### src/hdl/bcdu_pkg.sv
// bcdu_pkg: shared types, operation codes and constants of the decimal-adjust unit
`default_nettype none
package bcdu_pkg;

	// operation codes carried in the mode field
	localparam logic [2:0] MODE_AAA = 3'd0;
	localparam logic [2:0] MODE_AAS = 3'd1;
	localparam logic [2:0] MODE_DAA = 3'd2;
	localparam logic [2:0] MODE_DAS = 3'd3;
	localparam logic [2:0] MODE_AAM = 3'd4;
	localparam logic [2:0] MODE_AAD = 3'd5;

	// one cell per bit of the 8-bit divide and multiply
	localparam int unsigned STEPS = 8;

	localparam logic [7:0] LOW_NIBBLE = 8'h0F;
	localparam logic [3:0] DIGIT_MAX  = 4'd9;
	localparam logic [7:0] BYTE_MAX   = 8'h99;
	localparam logic [7:0] ADJ_LOW    = 8'h06;
	localparam logic [7:0] ADJ_HIGH   = 8'h60;

	// what a cell does to the beat it holds
	typedef enum logic [1:0] {
		KIND_PASS = 2'd0,
		KIND_DIV  = 2'd1,
		KIND_MUL  = 2'd2
	} kind_t;

	typedef struct packed {
		logic [2:0] mode;
		logic [7:0] al_in;
		logic [7:0] ah_in;
		logic       af_in;
		logic       cf_in;
		logic       sf_in;
		logic       zf_in;
		logic       pf_in;
		logic [7:0] imm_byte;
	} cmd_beat_t;

	typedef struct packed {
		logic [7:0] al_out;
		logic [7:0] ah_out;
		logic       af_out;
		logic       cf_out;
		logic       sf_out;
		logic       zf_out;
		logic       pf_out;
		logic       divide_error;
	} res_beat_t;

	// beat as it walks down the cell chain
	typedef struct packed {
		logic       valid;
		kind_t      kind;
		logic [7:0] rem;   // partial remainder or product accumulator
		logic [7:0] work;  // dividend shifting into quotient, or multiplier
		logic [7:0] opnd;  // divisor or multiplicand
		logic [7:0] al;
		logic [7:0] ah;
		logic       af;
		logic       cf;
		logic       sf;
		logic       zf;
		logic       pf;
		logic       derr;
	} cell_beat_t;

endpackage
`default_nettype wire

### src/hdl/bcd_adjust_unit.sv
// bcd_adjust_unit: top level of the 8086 decimal-adjust unit
`default_nettype none
// usage
//  - command channel: cmd is taken at a rising edge with start high and busy low;
//    busy stays low, so a new command beat can go in every cycle
//  - result channel: done is high for one cycle with result valid; the receiver
//    cannot stall, so nothing is held back
//  - aaa, aas, daa and das are settled at entry and simply ride the chain
//  - aam runs a restoring divide, one quotient bit per cell, over eight cells
//  - aad runs a shift-add multiply, one multiplier bit per cell, with al added
//    in the output stage
//  - the first cell loads at the edge that takes the command; the beat then
//    passes the seven further cells and the output register, and done rises as
//    the output register loads; throughput one beat per cycle, set by the
//    eight-cell chain being fully pipelined
//  - aam with a zero immediate flags divide_error and returns the inputs as is
//  - reset clears all valid bits in the chain and the done strobe; beats in
//    flight are dropped
module bcd_adjust_unit import bcdu_pkg::*; (
	input  wire logic      clk,
	input  wire logic      arst_n,
	input  wire logic      start,
	output logic           busy,
	input  wire cmd_beat_t cmd,
	output logic           done,
	output res_beat_t      result
);

	cell_beat_t chain [0:STEPS];
	cell_beat_t entry;
	logic       low_adj;
	logic       high_adj;
	logic [7:0] al_dec;
	logic [7:0] al_new;
	res_beat_t  res_nxt;
	res_beat_t  result_q;
	logic       done_q;

	function automatic logic even_parity(input logic [7:0] v);
		even_parity = ~(^v);
	endfunction

	// never stalls: the chain moves every cycle
	assign busy = 1'b0;

	// entry decode and the short decimal adjusts
	always_comb begin
		low_adj  = ((cmd.al_in & LOW_NIBBLE) > {4'h0, DIGIT_MAX}) || cmd.af_in;
		high_adj = (cmd.al_in > BYTE_MAX) || cmd.cf_in;
		al_dec   = cmd.al_in;

		entry       = '0;
		entry.valid = start && !busy;
		entry.kind  = KIND_PASS;
		entry.al    = cmd.al_in;
		entry.ah    = cmd.ah_in;
		entry.af    = cmd.af_in;
		entry.cf    = cmd.cf_in;
		entry.sf    = cmd.sf_in;
		entry.zf    = cmd.zf_in;
		entry.pf    = cmd.pf_in;
		entry.derr  = 1'b0;
		entry.rem   = 8'h00;
		entry.work  = cmd.al_in;
		entry.opnd  = cmd.imm_byte;

		unique case (cmd.mode)
			MODE_AAA, MODE_AAS: begin
				if (low_adj) begin
					entry.al = (cmd.mode == MODE_AAA) ? (cmd.al_in + ADJ_LOW)
						: (cmd.al_in - ADJ_LOW);
					entry.ah = (cmd.mode == MODE_AAA) ? (cmd.ah_in + 8'd1)
						: (cmd.ah_in - 8'd1);
				end
				entry.al = entry.al & LOW_NIBBLE;
				entry.af = low_adj;
				entry.cf = low_adj;
			end
			MODE_DAA, MODE_DAS: begin
				// two-stage correction, high stage decided on the old al
				if (low_adj) begin
					al_dec = (cmd.mode == MODE_DAA) ? (cmd.al_in + ADJ_LOW)
						: (cmd.al_in - ADJ_LOW);
				end
				if (high_adj) begin
					al_dec = (cmd.mode == MODE_DAA) ? (al_dec + ADJ_HIGH)
						: (al_dec - ADJ_HIGH);
				end
				entry.al = al_dec;
				entry.af = low_adj;
				entry.cf = high_adj;
			end
			MODE_AAM: begin
				if (cmd.imm_byte == 8'h00) begin
					entry.derr = 1'b1;
				end else begin
					entry.kind = KIND_DIV;
				end
			end
			MODE_AAD: begin
				entry.kind = KIND_MUL;
				entry.work = cmd.ah_in;
			end
			default: begin
				// unused codes pass everything through
				entry.kind = KIND_PASS;
			end
		endcase
	end

	assign chain[0] = entry;

	// eight identical cells, one quotient or multiplier bit each
	for (genvar i = 0; i < STEPS; i++) begin : g_cell
		bcdu_cell u_cell (
			.clk    (clk),
			.arst_n (arst_n),
			.d      (chain[i]),
			.q      (chain[i+1])
		);
	end

	// output stage: pick up remainder, quotient or product and refresh flags
	always_comb begin
		al_new               = chain[STEPS].al;
		res_nxt.al_out       = chain[STEPS].al;
		res_nxt.ah_out       = chain[STEPS].ah;
		res_nxt.af_out       = chain[STEPS].af;
		res_nxt.cf_out       = chain[STEPS].cf;
		res_nxt.sf_out       = chain[STEPS].sf;
		res_nxt.zf_out       = chain[STEPS].zf;
		res_nxt.pf_out       = chain[STEPS].pf;
		res_nxt.divide_error = chain[STEPS].derr;
		unique case (chain[STEPS].kind)
			KIND_DIV: begin
				al_new         = chain[STEPS].rem;
				res_nxt.ah_out = chain[STEPS].work;
			end
			KIND_MUL: begin
				al_new         = chain[STEPS].al + chain[STEPS].rem;
				res_nxt.ah_out = 8'h00;
			end
			default: begin
				al_new = chain[STEPS].al;
			end
		endcase
		res_nxt.al_out = al_new;
		if (chain[STEPS].kind != KIND_PASS) begin
			res_nxt.sf_out = al_new[7];
			res_nxt.zf_out = (al_new == 8'h00);
			res_nxt.pf_out = even_parity(al_new);
		end
	end

	always_ff @(posedge clk or negedge arst_n) begin
		if (!arst_n) begin
			done_q <= 1'b0;
		end else begin
			done_q <= chain[STEPS].valid;
		end
	end

	always_ff @(posedge clk) begin
		result_q <= res_nxt;
	end

	assign done   = done_q;
	assign result = result_q;

	// a result beat always traces back to a command taken earlier
	a_done_has_cmd: assert property (@(posedge clk) disable iff (!arst_n)
		done |-> $past(start, STEPS + 1))
		else $error("result beat without a command");

	// divide_error only for aam with zero immediate
	a_derr_src: assert property (@(posedge clk) disable iff (!arst_n)
		(done && result.divide_error) |->
		($past(cmd.mode, STEPS + 1) == MODE_AAM && $past(cmd.imm_byte, STEPS + 1) == 8'h00))
		else $error("divide_error without zero aam immediate");

	// aam remainder stays below the base
	a_aam_rem: assert property (@(posedge clk) disable iff (!arst_n)
		(done && $past(cmd.mode, STEPS + 1) == MODE_AAM && !result.divide_error) |->
		(result.al_out < $past(cmd.imm_byte, STEPS + 1)))
		else $error("aam remainder not below base");

	// aad clears ah
	a_aad_ah: assert property (@(posedge clk) disable iff (!arst_n)
		(done && $past(cmd.mode, STEPS + 1) == MODE_AAD) |-> (result.ah_out == 8'h00))
		else $error("aad left ah nonzero");

endmodule
`default_nettype wire

### src/hdl/bcdu_cell.sv
// bcdu_cell: one step of restoring divide or shift-add multiply, or a plain pass, registered
`default_nettype none
module bcdu_cell import bcdu_pkg::*; (
	input  wire logic       clk,
	input  wire logic       arst_n,
	input  wire cell_beat_t d,
	output cell_beat_t      q
);

	cell_beat_t nxt;
	logic [8:0] trial;
	logic [8:0] diff;
	logic       fits;
	cell_beat_t beat_q;
	logic       valid_q;

	always_comb begin
		nxt   = d;
		trial = {d.rem, d.work[7]};
		diff  = trial - {1'b0, d.opnd};
		fits  = (trial >= {1'b0, d.opnd});
		unique case (d.kind)
			KIND_DIV: begin
				nxt.rem  = fits ? diff[7:0] : trial[7:0];
				nxt.work = {d.work[6:0], fits};
			end
			KIND_MUL: begin
				nxt.rem  = {d.rem[6:0], 1'b0} + (d.work[7] ? d.opnd : 8'h00);
				nxt.work = {d.work[6:0], 1'b0};
			end
			default: begin
				nxt = d;
			end
		endcase
	end

	always_ff @(posedge clk or negedge arst_n) begin
		if (!arst_n) begin
			valid_q <= 1'b0;
		end else begin
			valid_q <= d.valid;
		end
	end

	always_ff @(posedge clk) begin
		beat_q <= nxt;
	end

	always_comb begin
		q       = beat_q;
		q.valid = valid_q;
	end

endmodule
`default_nettype wire

### config.mk
export PLATFORM = sky130hd
export DESIGN_NAME = bcd_adjust_unit
export DESIGN_NICKNAME = d
export VERILOG_FILES = /design/src/hdl/bcdu_pkg.sv /design/src/hdl/bcd_adjust_unit.sv /design/src/hdl/bcdu_cell.sv
export SDC_FILE = /design/constraint.sdc
export NUM_CORES = 1
export LEC_CHECK = 0
export ABC_AREA = 1
export BUFFER_PORTS_ARGS = -buffer_cell sky130_fd_sc_hd__buf_4
export CAP_MARGIN = 40
export CORE_ASPECT_RATIO = 0.75
export CORE_MARGIN = 2
export CORE_UTILIZATION = 56
export CTS_CLUSTER_DIAMETER = 80
export DETAILED_ROUTE_END_ITERATION = 6
export PLACE_DENSITY = 0.76
export SYNTH_ARGS = -nofsm -noshare
export SYNTH_HDL_FRONTEND = slang
export SYNTH_SLANG_ARGS = --single-unit
### constraint.sdc
create_clock -name clk -period 2.4 [get_ports clk]
set_input_delay 0.24 -clock clk [delete_from_list [all_inputs] [get_ports clk]]
set_output_delay 0.24 -clock clk [all_outputs]
set_load 0.005 [all_outputs]
# [Word-level counts from Yosys, hierarchy flattened]
# Cells that the tools add are included.
[classes] mux=42 n_eq_ne=23 bitwise_logic=1 addsub=22 reduce_logical=9 n_lt_le_gt_ge=10
[op_table] operator="$pmux W16 S2" count=8
[op_table] operator="$mux W8" count=24
[op_table] operator="$add A8 B8 Y8" count=8
[op_table] operator="$ge A9 B8 Y1" count=7
[op_table] operator="$sub A8 B8 Y8" count=7
[op_table] operator="$pmux W8 S2" count=3
[op_table] operator="$eq A2 B1 Y1 const B" count=9
[op_table] operator="$eq A2 B2 Y1 const B" count=9
[op_table] operator="$logic_not A8 Y1" count=2
[op_table] operator="$mux W12" count=1
[op_table] operator="$add A8 B1 Y8 const B" count=1
[op_table] operator="$add A8 B3 Y8 const B" count=1
[op_table] operator="$add A8 B7 Y8 const B" count=1
[op_table] operator="$ge A1 B8 Y1" count=1
[op_table] operator="$gt A8 B8 Y1 const B" count=1
[op_table] operator="$pmux W2 S2" count=2
[op_table] operator="$reduce_xor A8 Y1" count=1
[op_table] operator="$sub A1 B8 Y8" count=1
[op_table] operator="$sub A8 B1 Y8 const B" count=1
[op_table] operator="$sub A8 B3 Y8 const B" count=1
[op_table] operator="$sub A8 B7 Y8 const B" count=1
[op_table] operator="$eq A3 B2 Y1 const B" count=2
[op_table] operator="$eq A3 B3 Y1 const B" count=2
[op_table] operator="$gt A4 B4 Y1 const B" count=1
[op_table] operator="other kinds (9)" count=12
[totals] word_cells=219 ff_bits=407

# [Depth between registers and ports, before layout]
[logic_depth] word_depth=8 mapped_depth=18 mapped_depth_nobuf=18

# [Modules after synthesis]
# Synthesis repeated with hierarchy kept, for this count alone.
[hier_totals] hier_cells=2646 hier_area_um2=20588.5
[modules_own_cells] module="bcdu_cell (g_cell[0].u_cell ...)" instances=5 area_per_inst_um2=2285.9 cells_per_inst=282
[modules_own_cells] module="bcdu_cell (g_cell[2].u_cell)" instances=1 area_per_inst_um2=2337.2 cells_per_inst=302
[modules_own_cells] module="bcd_adjust_unit" instances=1 area_per_inst_um2=2304.7 cells_per_inst=356
[modules_own_cells] module="bcdu_cell (g_cell[6].u_cell)" instances=1 area_per_inst_um2=2270.9 cells_per_inst=291
[modules_own_cells] module="bcdu_cell (g_cell[1].u_cell)" instances=1 area_per_inst_um2=2245.9 cells_per_inst=287

# [Worst setup path before layout]
# Ideal clock, no wire load.
[synth_timing] kind="reg2reg" from="reg g_cell[7].u_cell.beat_q, in the netlist g_cell[7].u_cell.q[14]" to="reg result_q, in the netlist result[1]" period_less_slack_ps=2401 stages_incl_launch_ff=19 setup_ps=74 path_buffers=0 arrival_time_ps=2327 slack_ps=-1 required_ps=2326 cell_sequence="dfxtp_1 -> ha_1 -> fa_1 -> nand2_1 -> nand2_1 -> nand2_1 -> nand2_1 -> nand2_1 -> nand2_1 -> nand2_1 -> nand2_1 -> nand2_1 -> nand3_1 -> nand2_1 -> inv_1 -> ha_1 -> xor2_1 -> or2_2 -> a31oi_1"
[synth_rtl] item="start: declaration" line_no="bcdu_cell.sv:14" rtl="cell_beat_t beat_q;"
[synth_rtl] item="start signal: assignment" line_no="bcdu_cell.sv:46" rtl="beat_q <= nxt;"
[synth_rtl] item="end signal: assignment" line_no="bcd_adjust_unit.sv:164" rtl="result_q <= res_nxt;"
[synth_rtl] item="end: declaration" line_no="bcd_adjust_unit.sv:36" rtl="res_beat_t result_q;"

==> results.cfg <==
[run_status]
outcome = finished, violations left
failed_checks = negative setup slack

[floorplan]
num_io_pins = 59
core-area_sq_mm = 0.0327
die_height_um = 162
chipWidth_um = 215
fp.dieArea_sq_mm = 0.0349
effective_utilization_at_floorplan_pct = 57.3
row_count = 57

[final_layout]
layout.cells.most_common = nand2_1
seq_area_sq_mm = 0.00820
area_growth_pct = 14.4
nFillCells = 2762
finalNonFillerCells = 2929
multi_input_area_sq_mm = 0.00904
fin_nets = 2660
final_core_util_pct = 65.5
final_cell_area_sq_mm = 0.0214
antenna_cells = 0
layout-drive-gt1-share_pct = 10.4
top_library_cells_by_usage_in_the_layout_fill_and_taps_aside = nand2_1 (553), dfxtp_1 (396), inv_1 (354)

[setup_path]
critPathCaptureType = flip-flop
critical_path.startpoint_type = flip-flop
worst_ep_required_time_ps = 2860
critical_path_peak_fanout = 2
timing.setup.critical_path_class = reg -> reg
critical_path_arrival_ps = 2940

[timing]
final_worst_path_period_need_ps = 2480
totalNegativeSetupSlack_ps = -146
timing.max_slew.rel_slack_pct = 54.2
skew_ps = 23.3
finalCritPeriodShare_pct = 103
fmax_mhz = 404
hold_viol_final = 0
rsz_0062_raised_after_global_routing = yes
worst_hold_slack_ps = 27.1
worst-slew-pin-transition_ps = 686
slew_viol_final = 0
post-route-worst-setup-slack_ps = -78.0
final-setup-viol-count = 2

[yosys]
post_synth_and_or_nand_nor_area_fraction_pct = 26.2
flip_flop_and_latch_count_after_synthesis = 407
post_synth_fa_ha_maj_area_fraction_pct = 11.6
synth_compound_gate_area_share_pct = 7.67
synth_top_family_by_area = simple AND/OR/NAND/NOR gates
synth.cell_area_sq_mm = 0.0187
ys_types = 52
syn-instance-count = 2358
synth_area_per_cell_sq_um = 7.94
yosysWarningCount = 0
sequential_share_of_the_synthesized_area_pct = 43.8
synth_mux_area_share_pct = 0.0535
syn-num-nets = 2556
yosys.area_share.xor_xnor_pct = 2.01

[routing]
route.antenna.remaining_nets = 0
routed_wl_um = 42100
routed-via-count = 15200
drt_pre_antenna_iters = 5
drc_errors = 0
drt-wirelength-per-cell_um = 14.4
detail_route.vias_per_cell = 5.20
detailedRoute.firstIterationViolations = 1103

[clock_network]
cts_tree = built
clock_tree.htree_level_count = 2
clk_path_buf_depth = 3
worst_setup_hold_path_clk_slew_ps = 70
cts_root_buffer = clkbuf_16
clock_latency_ps = 540
cts_buffers = 37
cts_sinks = 407

[worst_hold_path]
worst_hold_path_type = in -> reg

[place]
detailed_place.area_sq_mm = 0.0196
portBuffers = 57
dpl_wire_length_um = 31000
place_inst = 2826
dpl_worst_slack_ps = -197
gp_congestion = 0.919

[global_route]
number_of_antenna_violations_at_the_first_check_in_global_routing = 0
grt_pass1_vias = 14500
grt_max_degree = 22
grt_first_pass_wirelength_um = 70100
gr-usage-all-layers_pct = 24.2
globalRouteOverflowTotal = 0

[power]
power_dens_cells_mw_per_mm2 = 844
power.static_leakage_nw = 10.9
total_power_mw = 18.1
max-vdd-ir-drop_mv = 0.487

[flow_run]
cap_violations = 0
[state kept, by name (all words and copies together) (netlist names)]
register	count
result	22
done	1
g_cell.u_cell.q	376
g_cell.u_cell.valid_q	8
[worst max-delay path, cell delays in order, from the launching register on]
cell     delay, ps
dfxtp_2        370
ha_4           160
fa_2           210
nand2_2         70
buf_4          140
buf_4          120
buf_4          120
buf_4          120
buf_4          130
a31oi_4        220
ha_4           240
xor2_2         150
or2_4          240
a31oi_1        120
[what timing repair did]
| action | in CTS | in global routing |
|---|---|---|
| pin swaps | 11 | 10 |
| setup endpoints to repair | 1 | 4 |
| setup buffers | 15 | 4 |
| hold buffers | 21 | 0 |
| hold endpoints to repair | 34 | 0 |
| gates resized for setup | 9 | 27 |
[routing by layer]
metal / vias to the layer above / track usage [%] / routed length [um]
met5: - / 0 / 0
met4: 0 / 6.52 / 848
met3: 76 / 3.82 / 2600
met2: 425 / 39.2 / 18900
met1: 6985 / 33.9 / 19700
li1: 7747 / - / -
[cell usage after synthesis (all sizes together)]
cell / count / area, sq um
o21bai: 8 / 60.1
and3: 2 / 12.5
mux2i: 1 / 10.0
or2: 15 / 93.9
a21oi: 136 / 711
a31oi: 11 / 68.8
dfxtp: 398 / 7970
and2: 2 / 12.5
nor4: 1 / 6.26
nor2: 138 / 593
clkbuf: 34 / 128
buf: 13 / 82.6
xor2: 21 / 184
inv: 373 / 1400
clkinv: 5 / 20.0
a21boi: 2 / 15.0
a22o: 16 / 140
nand4: 57 / 393
o211ai: 5 / 37.5
ha: 146 / 1830
nor3: 10 / 60.1
xnor2: 22 / 193
a21o: 4 / 30.0
fa: 17 / 340
o22ai: 8 / 50.1
dfrtp: 9 / 225
conb: 1 / 3.75
nand3: 229 / 1210
nand2: 582 / 2290
o21ai: 61 / 313
a32o: 1 / 10.0
nand3b: 30 / 225
[area by class of cell]
cell class | count | area share, %
timing repair buffer | 112 | 4.24
clock buffer | 48 | 4.95
sequential | 407 | 38.3
clock inverter | 16 | 1.06
multi-input combinational | 1526 | 42.2
inverter | 378 | 6.66
tap | 442 | 2.58
[power breakdown]
part           switching, mW  internal (mW)
clock                   2.51           3.67
sequential             0.477           7.45
combinational           2.37           1.60
total                   5.35           12.7
[logic make-up after synthesis]
kind of cell,after synthesis
AO/OA/AOI/OAI,252
flip-flops,407
multiplexers,1
other,1
adder cells (fa/ha/maj),163
XOR/XNOR,43
AND/OR/NAND/NOR,1066
buffers and inverters,425
[worst paths after layout]
path | from | cells after the start | end | slack [ps]
hold / removal | cmd[16] | 3 | g_cell[0].u_cell.q[9]$_DFF_P_ | 30
setup reg to reg | g_cell[7].u_cell.q[14]$_DFF_P_ | 13 | result[1]$_DFF_P_ | -80
setup / recovery | g_cell[7].u_cell.q[14]$_DFF_P_ | 13 | result[1]$_DFF_P_ | -80
min in group asynchronous | arst_n | 2 | g_cell[5].u_cell.valid_q$_DFF_PN0_ | 90
max in group asynchronous | arst_n | 2 | g_cell[7].u_cell.valid_q$_DFF_PN0_ | 2180
hold reg to reg | g_cell[3].u_cell.q[13]$_DFF_P_ | 0 | g_cell[4].u_cell.q[13]$_DFF_P_ | 310
No activity file was read; power rests on OpenSTA's default activity.
